### src/design/prrts_pkg.sv
// Shared types and codes of the task scheduler
package prrts_pkg;

  typedef enum logic [1:0] {
    REQ_SCHEDULE = 2'd0,
    REQ_ADD      = 2'd1,
    REQ_SUSPEND  = 2'd2,
    REQ_SIGNAL   = 2'd3
  } req_code_t;

  localparam logic [1:0] OUTCOME_NONE    = 2'd0;
  localparam logic [1:0] OUTCOME_OK      = 2'b01;
  localparam logic [1:0] OUTCOME_TIMEOUT = 2'd2;

  localparam int unsigned CFG_BITS = 4;

  typedef struct packed {
    logic [1:0]  req_type;
    logic [31:0] now_ticks;
    logic [31:0] saved_sp;
    logic [3:0]  task_id;
    logic [2:0]  task_priority;
    logic [31:0] wait_until;
    logic        wait_on_signal;
    logic        signal_avail;
  } req_t;

  typedef struct packed {
    logic [3:0]  next_task;
    logic [31:0] next_sp;
    logic        privileged;
    logic [1:0]  wait_result;
    logic        none_ready;
  } res_t;

endpackage

### src/design/prrts_wait_eval.sv
// Shared wait evaluation unit: deadline compare and signal check for one task
module prrts_wait_eval import prrts_pkg::*; #(
  parameter int unsigned TICK_BITS = 32
) (
  input  logic [TICK_BITS-1:0] now,
  input  logic [TICK_BITS-1:0] deadline,
  input  logic                 sig_wait,
  input  logic                 sig_avail,
  input  logic [1:0]           outcome,
  output logic                 ready,
  output logic [TICK_BITS-1:0] deadline_next,
  output logic                 sig_wait_next,
  output logic [1:0]           outcome_next
);

  always_comb begin
    ready         = 1'b1;
    deadline_next = deadline;
    sig_wait_next = sig_wait;
    outcome_next  = outcome;
    if (deadline > now) begin
      if (sig_wait && sig_avail) begin
        outcome_next  = OUTCOME_OK;
        sig_wait_next = 1'b0;
        deadline_next = '0;
      end else begin
        ready = 1'b0;
      end
    end else if (deadline != '0) begin
      if (sig_wait) begin
        outcome_next  = OUTCOME_TIMEOUT;
        sig_wait_next = 1'b0;
      end
      deadline_next = '0;
    end
  end

endmodule

### src/design/priority_round_robin_task_scheduler.sv
// Top level of the fixed-priority round-robin task scheduler
//
// Command channel: req is taken at a clock edge with start high and busy low.
// Every item gives exactly one result on result, flagged by done for one
// cycle; the receiver takes it at that edge and cannot hold it off.
// Config: cfg_we writes cfg_wdata into the privileged level count; the user
// must write it only while idle, the block itself does not enforce this.
// Add, suspend and signal items show done in the cycle after transfer.
// A schedule item walks the waiting lists one task per cycle through
// the single wait evaluation unit, then requeues the outgoing task with
// the same unit, then picks the next task.
// busy is high from transfer until the cycle that shows done.
// Reset (rst, synchronous): no running task, all slots free, all lists
// empty, privileged level count 4. Slot payload is not cleared; a slot is
// read only after an add has written it.
module priority_round_robin_task_scheduler import prrts_pkg::*; #(
  parameter int unsigned TASK_SLOTS  = 16,
  parameter int unsigned PRIO_LEVELS = 8,
  parameter int unsigned TICK_BITS   = 32
) (
  input  logic                clk,
  input  logic                rst,
  input  logic                start,
  output logic                busy,
  input  req_t                req,
  output logic                done,
  output res_t                result,
  input  logic                cfg_we,
  input  logic [CFG_BITS-1:0] cfg_wdata
);

  localparam int unsigned SW = $clog2(TASK_SLOTS + 1);
  localparam int unsigned IW = $clog2(TASK_SLOTS);
  localparam int unsigned PW = $clog2(PRIO_LEVELS);
  localparam logic [SW-1:0] NIL = SW'(TASK_SLOTS);

  typedef enum logic [4:0] {
    ST_IDLE = 5'b00001,
    ST_WALK = 5'b00010,
    ST_REQ  = 5'b00100,
    ST_PICK = 5'b01000,
    ST_OUT  = 5'b10000
  } state_t;

  state_t state;

  logic [31:0]          stack_ptr [TASK_SLOTS];
  logic [PW-1:0]        prio      [TASK_SLOTS];
  logic [TICK_BITS-1:0] deadline  [TASK_SLOTS];
  logic                 sig_wait  [TASK_SLOTS];
  logic                 sig_avail [TASK_SLOTS];
  logic [1:0]           outcome   [TASK_SLOTS];
  logic [SW-1:0]        link      [TASK_SLOTS];
  logic                 used      [TASK_SLOTS];
  logic [SW-1:0]        rdy_head  [PRIO_LEVELS];
  logic [SW-1:0]        rdy_tail  [PRIO_LEVELS];
  logic [SW-1:0]        wt_head   [PRIO_LEVELS];
  logic [SW-1:0]        wt_tail   [PRIO_LEVELS];

  logic [PW-1:0]        p;
  logic [SW-1:0]        cur;
  logic [SW-1:0]        prev;
  logic                 run_valid;
  logic [IW-1:0]        run_slot;
  logic [CFG_BITS-1:0]  plevels;
  logic [TICK_BITS-1:0] now_r;
  logic [31:0]          sp_r;

  // input conversions
  logic [TICK_BITS+31:0] now_x, until_x;
  logic [TICK_BITS-1:0]  now_in, until_in;
  logic [SW+3:0]         id_x;
  logic                  id_ok;
  logic [IW-1:0]         id_i;
  logic [PW+2:0]         pr_x;
  logic [PW-1:0]         pr_sat;

  always_comb begin
    now_x    = (TICK_BITS+32)'(req.now_ticks);
    until_x  = (TICK_BITS+32)'(req.wait_until);
    now_in   = now_x[TICK_BITS-1:0];
    until_in = until_x[TICK_BITS-1:0];
    id_x     = (SW+4)'(req.task_id);
    id_ok    = id_x < (SW+4)'(TASK_SLOTS);
    id_i     = id_x[IW-1:0];
    pr_x     = (PW+3)'(req.task_priority);
    pr_sat   = (pr_x >= (PW+3)'(PRIO_LEVELS)) ? PW'(PRIO_LEVELS - 1) : pr_x[PW-1:0];
  end

  // shared evaluation unit: walked slot or outgoing running slot
  logic [IW-1:0]        ev_i;
  logic                 ev_ready;
  logic [TICK_BITS-1:0] ev_deadline;
  logic                 ev_sig_wait;
  logic [1:0]           ev_outcome;

  assign ev_i = (state == ST_WALK) ? cur[IW-1:0] : run_slot;

  prrts_wait_eval #(.TICK_BITS(TICK_BITS)) u_eval (
    .now           (now_r),
    .deadline      (deadline[ev_i]),
    .sig_wait      (sig_wait[ev_i]),
    .sig_avail     (sig_avail[ev_i]),
    .outcome       (outcome[ev_i]),
    .ready         (ev_ready),
    .deadline_next (ev_deadline),
    .sig_wait_next (ev_sig_wait),
    .outcome_next  (ev_outcome)
  );

  // highest-priority (lowest-numbered) non-empty ready list
  logic          pick_found;
  logic [PW-1:0] pick_p;

  always_comb begin
    pick_found = 1'b0;
    pick_p     = '0;
    for (int i = PRIO_LEVELS - 1; i >= 0; i--) begin
      if (rdy_head[i] != NIL) begin
        pick_found = 1'b1;
        pick_p     = PW'(i);
      end
    end
  end

  logic [SW-1:0] pick_s;
  logic [SW-1:0] cur_nxt;
  logic [PW-1:0] run_p;

  assign pick_s  = rdy_head[pick_p];
  assign cur_nxt = link[cur[IW-1:0]];
  assign run_p   = prio[run_slot];

  always_ff @(posedge clk) begin
    if (rst) begin
      state     <= ST_IDLE;
      run_valid <= 1'b0;
      plevels   <= CFG_BITS'(4);
      p         <= '0;
      cur       <= NIL;
      prev      <= NIL;
      for (int i = 0; i < TASK_SLOTS; i++) begin
        used[i] <= 1'b0;
      end
      for (int i = 0; i < PRIO_LEVELS; i++) begin
        rdy_head[i] <= NIL;
        rdy_tail[i] <= NIL;
        wt_head[i]  <= NIL;
        wt_tail[i]  <= NIL;
      end
    end else begin
      if (cfg_we) begin
        plevels <= cfg_wdata;
      end
      case (state)
        ST_IDLE: begin
          if (start) begin
            now_r <= now_in;
            sp_r  <= req.saved_sp;
            case (req.req_type)
              REQ_SCHEDULE: begin
                p     <= '0;
                cur   <= wt_head[0];
                prev  <= NIL;
                state <= ST_WALK;
              end
              REQ_ADD: begin
                state <= ST_OUT;
                if (id_ok && !used[id_i]) begin
                  used[id_i]      <= 1'b1;
                  stack_ptr[id_i] <= req.saved_sp;
                  prio[id_i]      <= pr_sat;
                  deadline[id_i]  <= '0;
                  sig_wait[id_i]  <= 1'b0;
                  sig_avail[id_i] <= 1'b0;
                  outcome[id_i]   <= OUTCOME_NONE;
                  link[id_i]      <= NIL;
                  if (rdy_head[pr_sat] == NIL) begin
                    rdy_head[pr_sat] <= SW'(id_i);
                  end else begin
                    link[rdy_tail[pr_sat][IW-1:0]] <= SW'(id_i);
                  end
                  rdy_tail[pr_sat] <= SW'(id_i);
                end
              end
              REQ_SUSPEND: begin
                state <= ST_OUT;
                if (run_valid) begin
                  deadline[run_slot] <= until_in;
                  sig_wait[run_slot] <= req.wait_on_signal;
                end
              end
              REQ_SIGNAL: begin
                state <= ST_OUT;
                if (id_ok) begin
                  sig_avail[id_i] <= req.signal_avail;
                end
              end
              default: state <= ST_OUT;
            endcase
          end
        end
        ST_WALK: begin
          if (cur == NIL) begin
            if (p == PW'(PRIO_LEVELS - 1)) begin
              state <= ST_REQ;
            end else begin
              p    <= p + 1'b1;
              cur  <= wt_head[p + 1'b1];
              prev <= NIL;
            end
          end else begin
            deadline[cur[IW-1:0]] <= ev_deadline;
            sig_wait[cur[IW-1:0]] <= ev_sig_wait;
            outcome[cur[IW-1:0]]  <= ev_outcome;
            if (ev_ready) begin
              // unlink from waiting list, append to ready list of same level
              if (prev == NIL) begin
                wt_head[p] <= cur_nxt;
              end else begin
                link[prev[IW-1:0]] <= cur_nxt;
              end
              if (wt_tail[p] == cur) begin
                wt_tail[p] <= prev;
              end
              if (rdy_head[p] == NIL) begin
                rdy_head[p] <= cur;
              end else begin
                link[rdy_tail[p][IW-1:0]] <= cur;
              end
              rdy_tail[p]        <= cur;
              link[cur[IW-1:0]]  <= NIL;
            end else begin
              prev <= cur;
            end
            cur <= cur_nxt;
          end
        end
        ST_REQ: begin
          if (run_valid) begin
            stack_ptr[run_slot] <= sp_r;
            deadline[run_slot]  <= ev_deadline;
            sig_wait[run_slot]  <= ev_sig_wait;
            outcome[run_slot]   <= ev_outcome;
            link[run_slot]      <= NIL;
            if (ev_ready) begin
              if (rdy_head[run_p] == NIL) begin
                rdy_head[run_p] <= SW'(run_slot);
              end else begin
                link[rdy_tail[run_p][IW-1:0]] <= SW'(run_slot);
              end
              rdy_tail[run_p] <= SW'(run_slot);
            end else begin
              if (wt_head[run_p] == NIL) begin
                wt_head[run_p] <= SW'(run_slot);
              end else begin
                link[wt_tail[run_p][IW-1:0]] <= SW'(run_slot);
              end
              wt_tail[run_p] <= SW'(run_slot);
            end
            run_valid <= 1'b0;
          end
          state <= ST_PICK;
        end
        ST_PICK: begin
          if (pick_found) begin
            rdy_head[pick_p] <= link[pick_s[IW-1:0]];
            if (link[pick_s[IW-1:0]] == NIL) begin
              rdy_tail[pick_p] <= NIL;
            end
            run_slot  <= pick_s[IW-1:0];
            run_valid <= 1'b1;
          end
          state <= ST_OUT;
        end
        ST_OUT: begin
          state <= ST_IDLE;
        end
        default: state <= ST_IDLE;
      endcase
    end
  end

  logic [IW+3:0] run_x;
  assign run_x = (IW+4)'(run_slot);

  assign busy = (state != ST_IDLE);
  assign done = (state == ST_OUT);

  always_comb begin
    result = '0;
    result.none_ready = 1'b1;
    if (run_valid) begin
      result.next_task   = run_x[3:0];
      result.next_sp     = stack_ptr[run_slot];
      result.privileged  = (PW+5)'(prio[run_slot]) < (PW+5)'(plevels);
      result.wait_result = outcome[run_slot];
      result.none_ready  = 1'b0;
    end
  end

endmodule

### config.mk
export PLATFORM = sky130hd
export DESIGN_NAME = priority_round_robin_task_scheduler
export DESIGN_NICKNAME = d
export VERILOG_FILES = /design/src/design/prrts_pkg.sv /design/src/design/prrts_wait_eval.sv /design/src/design/priority_round_robin_task_scheduler.sv
export SDC_FILE = /design/constraint.sdc
export NUM_CORES = 2
export LEC_CHECK = 0
export BUFFER_PORTS_ARGS = -buffer_cell sky130_fd_sc_hd__clkbuf_2
export CORE_MARGIN = 2
export CORE_UTILIZATION = 30
export CTS_CLUSTER_SIZE = 40
export DETAILED_ROUTE_END_ITERATION = 6
export SYNTH_ARGS = -nofsm -noshare
export SYNTH_HDL_FRONTEND = slang
export SYNTH_HIERARCHICAL = 1
export SYNTH_SLANG_ARGS = --single-unit
### constraint.sdc
create_clock -name clk -period 10.6 [get_ports clk]
set_input_delay 1.59 -clock clk [delete_from_list [all_inputs] [get_ports clk]]
set_output_delay 1.59 -clock clk [all_outputs]
set_load 0.02 [all_outputs]
==> results.tsv <==
stage	metric	value	unit
power	combPwrFrac	4.8	%
critical_path	cp.arrival	9.43	ns
timing	drv_slew	0	
run_status	outcome	finished clean	
clock_network	cts_buffers	155	
layout	nets	4323	
critical_path	timing.rr.end	rdy_head[1][3]	
placement	placed_area	69100	sq um
clock_network	cts-root-buf	clkbuf_16	
layout	finalNonFillerCells	7140	
routing	routed_wire_length_per_instance	24.8	microns
timing	tightest_slew	1.17	ns
min_path	min-delay-start	used[14]	
job	max-cap-violations	0	
yosys	synth_ff_type	edfxtp_1	
yosys	ys_ff_latch	1486	
layout	layout_common_cells	edfxtp_1 (1356), mux4_2 (408), nand2_1 (371)	
critical_path	cp_slowest_stage_delay	0.97	ns
floorplanning	rows	170	
power	ir_drop	0.170	mV
placement	gp_congestion	0.874	
power	p_sw	0.00284	W
floorplanning	io_pins	157	
min_path	min_path_type	flip-flop to flip-flop	
critical_path	crit_required	11.08	ns
floorplanning	start_util	30.2	%
timing	fin_setup_tns	0	ns
routing	drc_errors	0	
floorplanning	die_x	468	microns
critical_path	crit_top_cell	nand2_1	
power	intPower	0.00976	W
layout	drive_gt1_share	24.4	%
power	seq_power_share	51.8	%
yosys	async_flop_share	0	%
timing	period_needed	8.95	ns
timing	rsz0062_at_grt	no	
clock_network	clkSlewWorstSetupHoldPaths	0.06	ns
timing	hold_viol	0	
clock_network	hold_buffers	0	
floorplanning	coreArea	214000	sq um
routing	drt-initial-drc-count	4043	
yosys	synth_cells	4002	
global_route	grt_pass1_wl	256	mm
global_route	grt-ovfl-total	0	
min_path	hold_end	used[14]	
clock_network	htree_levels	4	
clock_network	cts_tree	yes	
yosys	synth_area	64700	sq um
routing	drt-total-wl	177	mm
clock_network	cts_setup_buffers	0	
routing	vias_per_cell	5.25	
routing	num_vias	37500	
clock_network	cts_resized	0	
yosys	synth_area_per_cell	16.2	sq um
layout	layout_commonest_cell	edfxtp_1	
timing	whs	0.451	ns
yosys	seq_area_frac_synth	67.0	%
placement	hpwl	104	mm
critical_path	crit_path_top_delay_cell	mux2i_4	
layout	stdcell_area	74200	sq um
routing	dr.pass1.iters	5	
timing	setup_viol	0	
floorplanning	die_h	468	microns
critical_path	reg2reg_depth	23	
power	p_clk_share	43.4	%
timing	max_slew_margin	22.2	%
power	power_density	170	nW/um^2
power	swShare	22.6	%
placement	placedCellCount	6853	
clock_network	clkSinkCount	1486	
critical_path	crit_type	flip-flop to flip-flop	
timing	fin_crit_sh	84.4	%
critical_path	worstPathCellList	nor3_1 -> nand3b_1 -> mux2i_4 -> buf_4 -> mux4_2 -> and2_1 -> a211oi_1 -> a31oi_1 -> ha_1 -> nand4_1 -> nor4_2 -> nand2_1 -> nor3_1 -> a2111oi_4 -> inv_1 -> nand2_1 -> nor2_1 -> mux2_2 -> mux2_2 -> a21oi_1 -> nor2b_1 -> nand2_1 -> nand2_1	
layout	area_growth	14.7	%
global_route	antenna_found_initial	13	
critical_path	startpoint_type	flip-flop	
yosys	yosysWarnings	6	
timing	fin_skew	0.0389	ns
critical_path	crit_path_end_kind	flip-flop	
global_route	grt_max_degree	74	
routing	antenna_left	0	
timing	fmax	112	MHz
clock_network	worstSkewPairLatency	0.81	ns
critical_path	critPathMaxFanout	16	
global_route	grt_usage	15.8	%
clock_network	clock_path_buffers	3	
critical_path	timing.rr.start	state[2]	
global_route	grt_pass1_vias	37700	
yosys	synth_edf_count	1356	
yosys	synth_cell_types	92	
yosys	synth_nets	4153	
min_path	worst_hold_path.num_cells	1	
power	p_leak	25.4	nW
critical_path	cp-startpoint	state[2]	
placement	portBuffers	156	
floorplanning	fp.dieArea	219000	sq um
critical_path	reg2reg_slack	1.65	ns
## critical path: cells and delay by family, from the launching register on
kind	cells	cell delay (ns)
adders and majority gates	1	0.44
and+or+nand+nor	12	3.96
DFF	1	0.34
AOI/OAI and AO/OA	4	0.95
buffers and inverters	2	0.70
muxes	4	2.18
## layer usage
metal	routed length [microns]	GRT usage (%)	part of all wire, %	vias to the layer above
li1	-	-	-	16100
met1	73100	21.2	41	19500
met2	85500	25.8	48	1512
met3	12400	2.66	7.0	316
met4	5910	5.67	3.3	6
met5	36	0	0.020	-
## flip-flops by register name, indices dropped and copies added, names as in the netlist, named ones only
name,flops
cur,5
deadline,512
link,80
now_r,32
outcome,32
p,3
plevels,4
prev,5
prio,48
rdy_head,40
rdy_tail,32
run_slot,4
run_valid,1
sig_avail,16
sig_wait,16
sp_r,32
stack_ptr,512
state,5
used,16
wt_head,40
wt_tail,40
## per-stage QoR
step / total power (W) / util (%) / setup slack [ns]
floorplan: 0.00700 / - / 0.118
global placement: 0.00724 / 32.2 / 1.94
detailed placement: 0.00725 / 32.2 / 1.76
CTS: 0.0127 / 34.6 / 1.72
global route: 0.0130 / 34.6 / 0.989
finish: 0.0126 / 34.6 / 1.65
## power by group through the flow
stage	Clock, W	Combinational (W)	Sequential [W]
after floorplan	0	0.000388	0.00662
after CTS	0.00558	0.000604	0.00653
after global routing	0.00579	0.000652	0.00654
after global placement	0	0.000593	0.00665
final	0.00546	0.000607	0.00653
after detailed placement	0	0.000602	0.00665
## final cells by class
type / instances / area (sq um)
fill: 20300 / 140000
antenna: 5 / 12.5
multi-input combinational: 2222 / 20500
inverter: 61 / 229
timing repair buffer: 246 / 1490
sequential: 1486 / 43300
clock inverter: 84 / 933
tap: 2838 / 3550
clock buffer: 198 / 4160
## cells in the mapped netlist, drive strengths merged, types with 5 or more instances
| cell | instances | area (sq um) |
|---|---|---|
| a221oi | 10 | 87.6 |
| a21boi | 5 | 37.5 |
| o21ai | 51 | 255 |
| and2 | 135 | 875 |
| nand2 | 377 | 1430 |
| nor2 | 398 | 1500 |
| or2 | 7 | 43.8 |
| o22ai | 7 | 50.1 |
| a31oi | 53 | 344 |
| a22o | 33 | 289 |
| nand3 | 52 | 275 |
| a21o | 22 | 165 |
| dfxtp | 130 | 2600 |
| a311o | 5 | 50.1 |
| a211oi | 86 | 646 |
| mux2 | 46 | 518 |
| nand4 | 16 | 100 |
| nor3 | 34 | 170 |
| ha | 36 | 450 |
| mux4 | 412 | 9290 |
| nand2b | 28 | 175 |
| a31o | 6 | 52.6 |
| a21oi | 90 | 477 |
| o211ai | 10 | 75.1 |
| nand3b | 7 | 52.6 |
| or3 | 9 | 56.3 |
| clkbuf | 154 | 582 |
| mux2i | 154 | 1550 |
| o21a | 8 | 60.1 |
| nor4 | 28 | 194 |
| a22oi | 11 | 87.6 |
| edfxtp | 1356 | 40700 |
| a211o | 12 | 105 |
| nor2b | 12 | 77.6 |
| inv | 59 | 221 |
| buf | 79 | 398 |
## kinds of logic after synthesis
| family | after synthesis | share of synthesized area [%] |
|---|---|---|
| AO/OA/AOI/OAI | 446 | 4.89 |
| XOR/XNOR | 5 | 0.0677 |
| adder cells (fa/ha/maj) | 36 | 0.697 |
| buffers and inverters | 294 | 1.87 |
| flip-flops | 1486 | 67.0 |
| multiplexers | 612 | 17.6 |
| AND/OR/NAND/NOR | 1123 | 7.92 |
## how the worst max path moves through the flow
stage	endpoint	slack, ns	depth (start not counted)
floorplan	deadline[8][0]	0.12	9
global placement	rdy_head[5][1]	1.94	23
detailed placement	rdy_head[1][4]	1.76	23
CTS	rdy_head[1][1]	1.72	23
global route	rdy_head[5][0]	0.99	23
finish	rdy_head[1][3]	1.65	23
(Power assumes the default switching activity.)
